### src/design/qte_pkg.sv
// Shared constants, types and tables for the quaternion to Euler angle pipeline.
`default_nettype none

package qte_pkg;

  // Parameter defaults
  localparam int CORDIC_STAGES_DEF  = 16;
  localparam int QUAT_FRAC_BITS_DEF = 14;

  // Fixed field and datapath widths
  localparam int IN_W     = 16;  // quaternion component
  localparam int ANG_W    = 27;  // angle accumulator, degrees with 16 fraction bits
  localparam int OUT_W    = 16;  // rounded angle, degrees * 128
  localparam int ROOT_W   = 31;  // Q.30 magnitude, at most 1.0
  localparam int SQ_W     = 64;  // square root working width
  localparam int SQ_STAGES = 32; // one result bit per stage
  localparam int TABLE_LEN = 24;

  // Output limits in degrees * 128
  localparam int OUT_FULL_LIM = 23040;
  localparam int OUT_HALF_LIM = 11520;

  // Half turn in degrees with 16 fraction bits
  localparam int HALF_TURN = 180 * 65536;

  // Width of the atan2 numerator and denominator
  function automatic int vec_width(input int f);
    return ((2 * f > 33) ? 2 * f : 33) + 2;
  endfunction

  // CORDIC x/y width: room for negation and gain
  function automatic int cordic_width(input int f);
    return vec_width(f) + 2;
  endfunction

  // atan(2^-i) in degrees with 16 fraction bits
  function automatic logic [21:0] atan_deg(input int i);
    logic [21:0] r;
    case (i)
      0:       r = 22'd2949120;
      1:       r = 22'd1740967;
      2:       r = 22'd919879;
      3:       r = 22'd466945;
      4:       r = 22'd234379;
      5:       r = 22'd117304;
      6:       r = 22'd58666;
      7:       r = 22'd29335;
      8:       r = 22'd14668;
      9:       r = 22'd7334;
      10:      r = 22'd3667;
      11:      r = 22'd1833;
      12:      r = 22'd917;
      13:      r = 22'd458;
      14:      r = 22'd229;
      15:      r = 22'd115;
      16:      r = 22'd57;
      17:      r = 22'd29;
      18:      r = 22'd14;
      19:      r = 22'd7;
      20:      r = 22'd4;
      21:      r = 22'd2;
      22:      r = 22'd1;
      default: r = 22'd0;
    endcase
    return r;
  endfunction

  // Pitch side information carried along with the data
  typedef struct packed {
    logic neg;  // asin argument negative
    logic sat;  // asin argument clamped
  } pitch_flags_t;

endpackage

`default_nettype wire

### src/design/qte_isqrt.sv
// Pipelined integer square root, one result bit per stage.
`default_nettype none

module qte_isqrt (
  input  wire logic                          clk,
  input  wire logic                          rst,
  input  wire logic                          en,
  input  wire logic                          in_valid,
  input  wire logic [qte_pkg::SQ_W-1:0]      radicand,
  output logic                               out_valid,
  output logic [qte_pkg::ROOT_W-1:0]         root
);
  import qte_pkg::*;

  logic [SQ_W-1:0] rem [0:SQ_STAGES];
  logic [SQ_W-1:0] res [0:SQ_STAGES];
  logic            vld [0:SQ_STAGES];

  assign rem[0] = radicand;
  assign res[0] = '0;
  assign vld[0] = in_valid;

  genvar k;
  generate
    for (k = 0; k < SQ_STAGES; k++) begin : g_stage
      localparam logic [SQ_W-1:0] BIT = SQ_W'(1) << (SQ_W - 2 - 2 * k);
      logic [SQ_W-1:0] trial;

      assign trial = res[k] + BIT;

      always_ff @(posedge clk) begin
        if (rst) begin
          vld[k+1] <= 1'b0;
        end else if (en) begin
          vld[k+1] <= vld[k];
        end
      end

      // Restoring step: keep the bit when the trial fits
      always_ff @(posedge clk) begin
        if (en) begin
          if (rem[k] >= trial) begin
            rem[k+1] <= rem[k] - trial;
            res[k+1] <= (res[k] >> 1) + BIT;
          end else begin
            rem[k+1] <= rem[k];
            res[k+1] <= res[k] >> 1;
          end
        end
      end
    end
  endgenerate

  assign out_valid = vld[SQ_STAGES];
  assign root      = ROOT_W'(res[SQ_STAGES]);

endmodule

`default_nettype wire

### config.mk
export PLATFORM = sky130hd
export DESIGN_NAME = qte_isqrt
export DESIGN_NICKNAME = d
export VERILOG_FILES = /design/src/design/qte_pkg.sv /design/src/design/qte_isqrt.sv
export SDC_FILE = /design/constraint.sdc
export NUM_CORES = 2
export LEC_CHECK = 0
export BUFFER_PORTS_ARGS = -buffer_cell sky130_fd_sc_hd__buf_4
export CAP_MARGIN = 40
export CORE_MARGIN = 5
export CORE_UTILIZATION = 58
export CTS_CLUSTER_SIZE = 28
export DETAILED_ROUTE_END_ITERATION = 8
export GPL_ROUTABILITY_DRIVEN = 0
export PLACE_DENSITY_LB_ADDON = 0.3
export SYNTH_ARGS = -nofsm -noshare
export SYNTH_HDL_FRONTEND = slang
export SYNTH_SLANG_ARGS = --single-unit
### constraint.sdc
create_clock -name clk -period 3.64 [get_ports clk]
set_clock_uncertainty 0.1 [all_clocks]
set_input_delay 0.728 -clock clk [delete_from_list [all_inputs] [get_ports clk]]
set_output_delay 0.728 -clock clk [all_outputs]
set_load 0.005 [all_outputs]
# ---- Word-level counts from Yosys, hierarchy flattened
# Cells that the tools add are included.
# W data, S select, Z words.
dict set report word_totals {
  regBits 4031
  input_bits 68
  out_inout_bits 32
  wordCells 313
}
dict set report classes {
  add_sub_neg 93
  magnitude_cmp 32
  mux 63
}
# op count
set ops {}
lappend ops {{$ge A64 B64 Y1} 31}
lappend ops {{$mux W64} 31}
lappend ops {{$mux W63} 31}
lappend ops {{$sub A64 B64 Y64} 30}
lappend ops {{$add A63 B11 Y64 const B} 1}
lappend ops {{$add A63 B13 Y64 const B} 1}
lappend ops {{$add A63 B15 Y64 const B} 1}
lappend ops {{$add A63 B17 Y64 const B} 1}
lappend ops {{$add A63 B19 Y64 const B} 1}
lappend ops {{$add A63 B21 Y64 const B} 1}
lappend ops {{$add A63 B23 Y64 const B} 1}
lappend ops {{$add A63 B25 Y64 const B} 1}
lappend ops {{$add A63 B27 Y64 const B} 1}
lappend ops {{$add A63 B29 Y64 const B} 1}
lappend ops {{$add A63 B3 Y64 const B} 1}
lappend ops {{$add A63 B31 Y64 const B} 1}
lappend ops {{$add A63 B33 Y64 const B} 1}
lappend ops {{$add A63 B35 Y64 const B} 1}
lappend ops {{$add A63 B37 Y64 const B} 1}
lappend ops {{$add A63 B39 Y64 const B} 1}
lappend ops {{$add A63 B41 Y64 const B} 1}
lappend ops {{$add A63 B43 Y64 const B} 1}
lappend ops {{$add A63 B45 Y64 const B} 1}
lappend ops {{$add A63 B47 Y64 const B} 1}
lappend ops {{45 further kinds} 45}

# ---- Logic depth before layout (Yosys ltp)
dict set report logic_depth {
  depth_word 3
  mapped_depth 15
  ltp_nobuf 12
}

# ---- Worst setup path before layout
# OpenSTA, ideal clock, no wires.
dict set report synth_path {
  path_kind {register to register}
  from {register rem[548] (netlist name)}
  to {register rem[503] (netlist name), data pin}
  setup_time_ns 0.271
  t_arrival_ns 3.070
  required_time_ns 3.269
  path_slack_ns 0.199
  stages_incl_launch_ff 12
  n_path_buf 2
  path_cell_list {edfxtp_1 > ha_1 > clkbuf_1 > nand4_1 > or2_1 > or4_1 > o21ai_2 > nor4_4 > or4_1 > buf_2 > o41ai_1 > o21ai_0}
}
dict set report synth_between {
  elab_chain_cells 2
}
# item line_no
set synth_rtl {}
lappend synth_rtl {{start, declared} qte_isqrt.sv:15} ;# logic [SQ_W-1:0] rem [0:SQ_STAGES];
lappend synth_rtl {{start signal, assigned by index} qte_isqrt.sv:43} ;# rem[k+1] <= rem[k] - trial;
lappend synth_rtl {{start signal, assigned by index} qte_isqrt.sv:46} ;# rem[k+1] <= rem[k];
lappend synth_rtl {{$sub A64 B64 Y64 / $ge A64 B64 Y1 (equally long branches)} {qte_isqrt.sv:43, qte_isqrt.sv:42}}
lappend synth_rtl {{$mux W64 *} qte_isqrt.sv:42} ;# if (rem[k] >= trial) begin
# Every way passes the cells marked *; elsewhere a longest branch is shown, timed or not.
# A chain may end at the register's enable or synchronous reset.

# ---- Final worst setup path
dict set report layout_path {
  from {register rem[886] (netlist name)}
  to {register rem[796] (netlist name), data pin}
}
dict set report layout_between {
  elab_chain_cells 2
}
# item line_no
set layout_rtl {}
lappend layout_rtl {{$ge A64 B64 Y1} qte_isqrt.sv:42}
lappend layout_rtl {{$mux W64} qte_isqrt.sv:42}
# No other way between the ends.

==> results.txt <==
----------------------------------------------------
[Clock network]
  CTS tree ... built
  Insertion delay to the later sink of the worst-skew pair ... 0.93 ns
  Total CTS buffers ... 279
  CTS sink count ... 2543
  Root Buffer Master ... sky130_fd_sc_hd__clkbuf_16
  Number of buffers between clock root and the deepest sink ... 4
  Clock-pin transition on the worst setup and hold timing paths ... approximately 0.060 ns
  H-tree depth reported by CTS ... 5

[Route]
  Average detailed-routed wire length per instance ... 21.8 um
  Wire length on met1 ... between 100000 and 150000 um
  ANT nets after route ... 0
  Routed met3 length ... 21300 um
  Iter 0 DRT Violations ... between 9k and 10k
  Highest metal used ... met5
  Total wire length after detailed routing ... 293000 um
  DR WL met2 ... 146000 um
  First drt pass iteration count ... 9
  DRC violations left ... 2
  Via density per instance ... slightly above 6
  Count of vias placed by the detailed router ... between 80k and 90k

[Worst hold path]
  Terminating pin of the worst hold path ... rem[2047]
  Hold Startpoint ... radicand[63]
  WHS Path Cells ... 3
  Hold WC Path Type ... in2reg

[Die]
  Starting utilization of the core area ... 0.583
  Area of the die ... 220000 um^2
  Floorplan Core Area ... 210000 um^2
  Height of the die ... 469 um
  I/O Pins ... 100
  Standard-cell rows ... approximately 170
  Horizontal extent of the die ... 469 um

[Synthesis]
  Gate count after technology mapping ... 9765
  Warning count from the yosys run ... 0
  Post-Synthesis Mean Instance Area ... 12.5 um^2
  Number of distinct library cells after synthesis ... roughly 100
  Yosys reg bits ... 2543
  Post-synthesis instance area ... about 120000 um^2
  Mapped Nets ... 10.4k
  Proportion of synthesized chip area in sequential cells ... 0.622
  Post-synth EDFFs ... roughly 2.5k
  Share of async-settable or async-resettable flops after synthesis ... 0
  Synth Flop Type ... sky130_fd_sc_hd__edfxtp_1

[Power and ir drop]
  Net switching power ... between 0.02 and 0.03 W
  PwrDens ... 627 nW/um^2
  Clock power share ... 0.319
  Leakage dissipation ... between 50 and 60 nW
  Relative contribution of sequential cells to total power ... 0.456
  Fraction of power spent switching nets ... 0.292
  Max IR drop VDD ... 0.564 mV
  Combinational share of power ... 0.224
  Cell-internal power ... 0.0622 W

[Setup path]
  Worst reg2reg path depth ... 7
  Worst Path Max Fanout ... 30
  Endpoint of the most critical register-to-register path ... rem[796]
  Flop-to-flop setup slack ... 0.04 ns
  Required arrival time at the worst endpoint ... 4.17 ns
  Category of the most critical setup path ... reg2reg
  RR Startpoint ... rem[886]
  Arrival time at the worst endpoint ... 4.14 ns
  Crit path capture type ... flop
  Worst Setup Start Kind ... flop

[STA]
  Final max-slew violation count ... 0
  Max-slew headroom ... 0.346
  Unrepaired setup endpoints after global routing ... yes
  Transition time of the tightest slew-check pin ... 0.972 ns
  Final total negative setup slack ... 0 ns
  Count of final setup violators ... 0
  Max Freq ... about 280 MHz
  Fin crit period ... 3.60 ns
  Final Hold Vio Count ... 0
  Tcrit/Tclk final ... 0.990
  Final setup margin ... around 0.036 ns

[Place]
  Placed inst area ... 129000 um^2
  # placed instances ... 12.9k
  HPWL Detailed ... 209000 um
  Input/output buffers ... between 90 and 100
  Worst slack at placement ... -0.462 ns

[Final layout]
  Area growth from synthesis to final layout ... 14.8%
  Most common library cell in the layout ignoring fill and taps ... sky130_fd_sc_hd__edfxtp_1
  Finished Core Util ... 0.669
  Leading cell types in the layout, fill and taps excluded ... 2511 x sky130_fd_sc_hd__edfxtp_1, 721 x sky130_fd_sc_hd__nor2_1, 705 x sky130_fd_sc_hd__inv_1
  Number of non-filler instances in the completed layout ... 13.5k
  Share of layout cells above drive strength 1 ... 0.122
  Fill cell total of the finished layout ... 14.4k
  Total number of nets in the final design ... 11.1k
  Post-route standard cell area excluding fillers ... 140000 um^2

[Global routing]
  Vias in the first global route ... roughly 80k
  Aggregate global-route resource usage ... 0.259
  Pin count of the biggest net entering global routing ... 137
  Initial antenna violation count ... 15
  Global-route wire length before repair ... 449000 um
  Gr ovfl total ... 0

[Status]
  Run status ... finished, violations left
  Violations in the final reports ... design-rule violations

[Job]
  Number of violations of the max-capacitance limit ... 0

----------------------------------------------------
## what timing repair did
action	in CTS	in global routing
resized for setup	38	181
hold buffers	63	0
endpoints found under the hold margin	63	0
gates cloned	1	1
setup endpoints to repair	116	352
pin swaps	4	40
buffers inserted	4	37
## how the worst max path moves through the flow
| stage | start | slack [ns] | end | cells after the start |
|---|---|---|---|---|
| detailed placement | rem[211] | -0.46 | rem[190] | 12 |
| finish | rem[886] | 0.04 | rem[796] | 7 |
| CTS | rem[500] | 0.002 | rem[398] | 10 |
| global route | rem[533] | -0.07 | rem[508] | 11 |
| global placement | rem[210] | -0.36 | rem[183] | 12 |
| floorplan | rem[548] | 0.20 | rem[503] | 11 |
## critical path: stages, from the launching register on
cell and delay [ns]:
sky130_fd_sc_hd__edfxtp_1 0.40, sky130_fd_sc_hd__or4_4 0.56, sky130_fd_sc_hd__or3_1 0.36, sky130_fd_sc_hd__or3_1 0.37, sky130_fd_sc_hd__or4_4 0.44, sky130_fd_sc_hd__a2111o_1 0.50, sky130_fd_sc_hd__buf_4 0.29, sky130_fd_sc_hd__mux2_4 0.32
## through the flow
step / hold slack (ns) / total power, W
after floorplan: 0.317 / 0.0525
after global placement: 0.324 / 0.0584
after detailed placement: 0.326 / 0.0591
after CTS: 0.0249 / 0.0874
after global routing: 0.0738 / 0.0917
final: 0.0735 / 0.0879
## area by class of cell
| class | instances | area [um^2] | share of cell area |
|---|---|---|---|
| Timing Repair Buffer | 626 | 5290 | 0.0377 |
| Clock buffer | 323 | 7210 | 0.0514 |
| Sequential cell | 2543 | 76000 | 0.542 |
| Multi-Input combinational cell | 6308 | 43800 | 0.313 |
| Inverter | 710 | 2670 | 0.0190 |
| Antenna cell | 5 | 12.5 | 0.0000892 |
| Tap cell | 2805 | 3510 | 0.0250 |
| Clock inverter | 156 | 1690 | 0.0120 |
## power groups by stage
| stage | Combinational, W | Clock [W] | Sequential (W) |
|---|---|---|---|
| 6_report | 0.0197 | 0.0281 | 0.0401 |
| 5_1_grt | 0.0216 | 0.0298 | 0.0404 |
| 2_1_floorplan | 0.0133 | 0 | 0.0392 |
| 3_5_place_dp | 0.0186 | 0 | 0.0406 |
| 4_1_cts | 0.0189 | 0.0284 | 0.0400 |
| 3_3_place_gp | 0.0180 | 0 | 0.0404 |
## logic make-up (layout without fill, tap and decap cells)
group	count (synthesis)	count (layout)	synth area share
other	0	5	0
multiplexers	132	132	0.0119
flip-flops	2543	2543	0.622
buffers and inverters	915	1815	0.0287
AND/OR/NAND/NOR	2907	2908	0.123
AO/OA/AOI/OAI	1834	1834	0.0940
XOR/XNOR	876	876	0.0628
adder cells (fa/ha/maj)	558	558	0.0571
## sequential cells by signal (all words and copies together) (netlist names)
signal,flops
rem,1984
res,496
root,31
vld,31
out_valid,1
## cells in the mapped netlist (all sizes together) (148+ instances only)
cell type | count | area (um^2)
a21o | 231 | 1730
nor2 | 726 | 2730
nand4 | 150 | 938
edfxtp | 2511 | 75400
nand2 | 586 | 2210
ha | 558 | 6980
nor4 | 341 | 2160
o21ai | 403 | 2020
inv | 710 | 2670
xnor2 | 450 | 3940
nand3 | 175 | 876
clkbuf | 148 | 556
xor2 | 426 | 3730
nor3 | 268 | 1360
a21oi | 632 | 3170
## metal layers
metal  up-vias  GRT usage
met3       792     0.0391
li1      38000          -
met2      3494      0.444
met1     40500      0.342
met5         -          0
met4        12     0.0863
(Power assumes the default switching activity.)
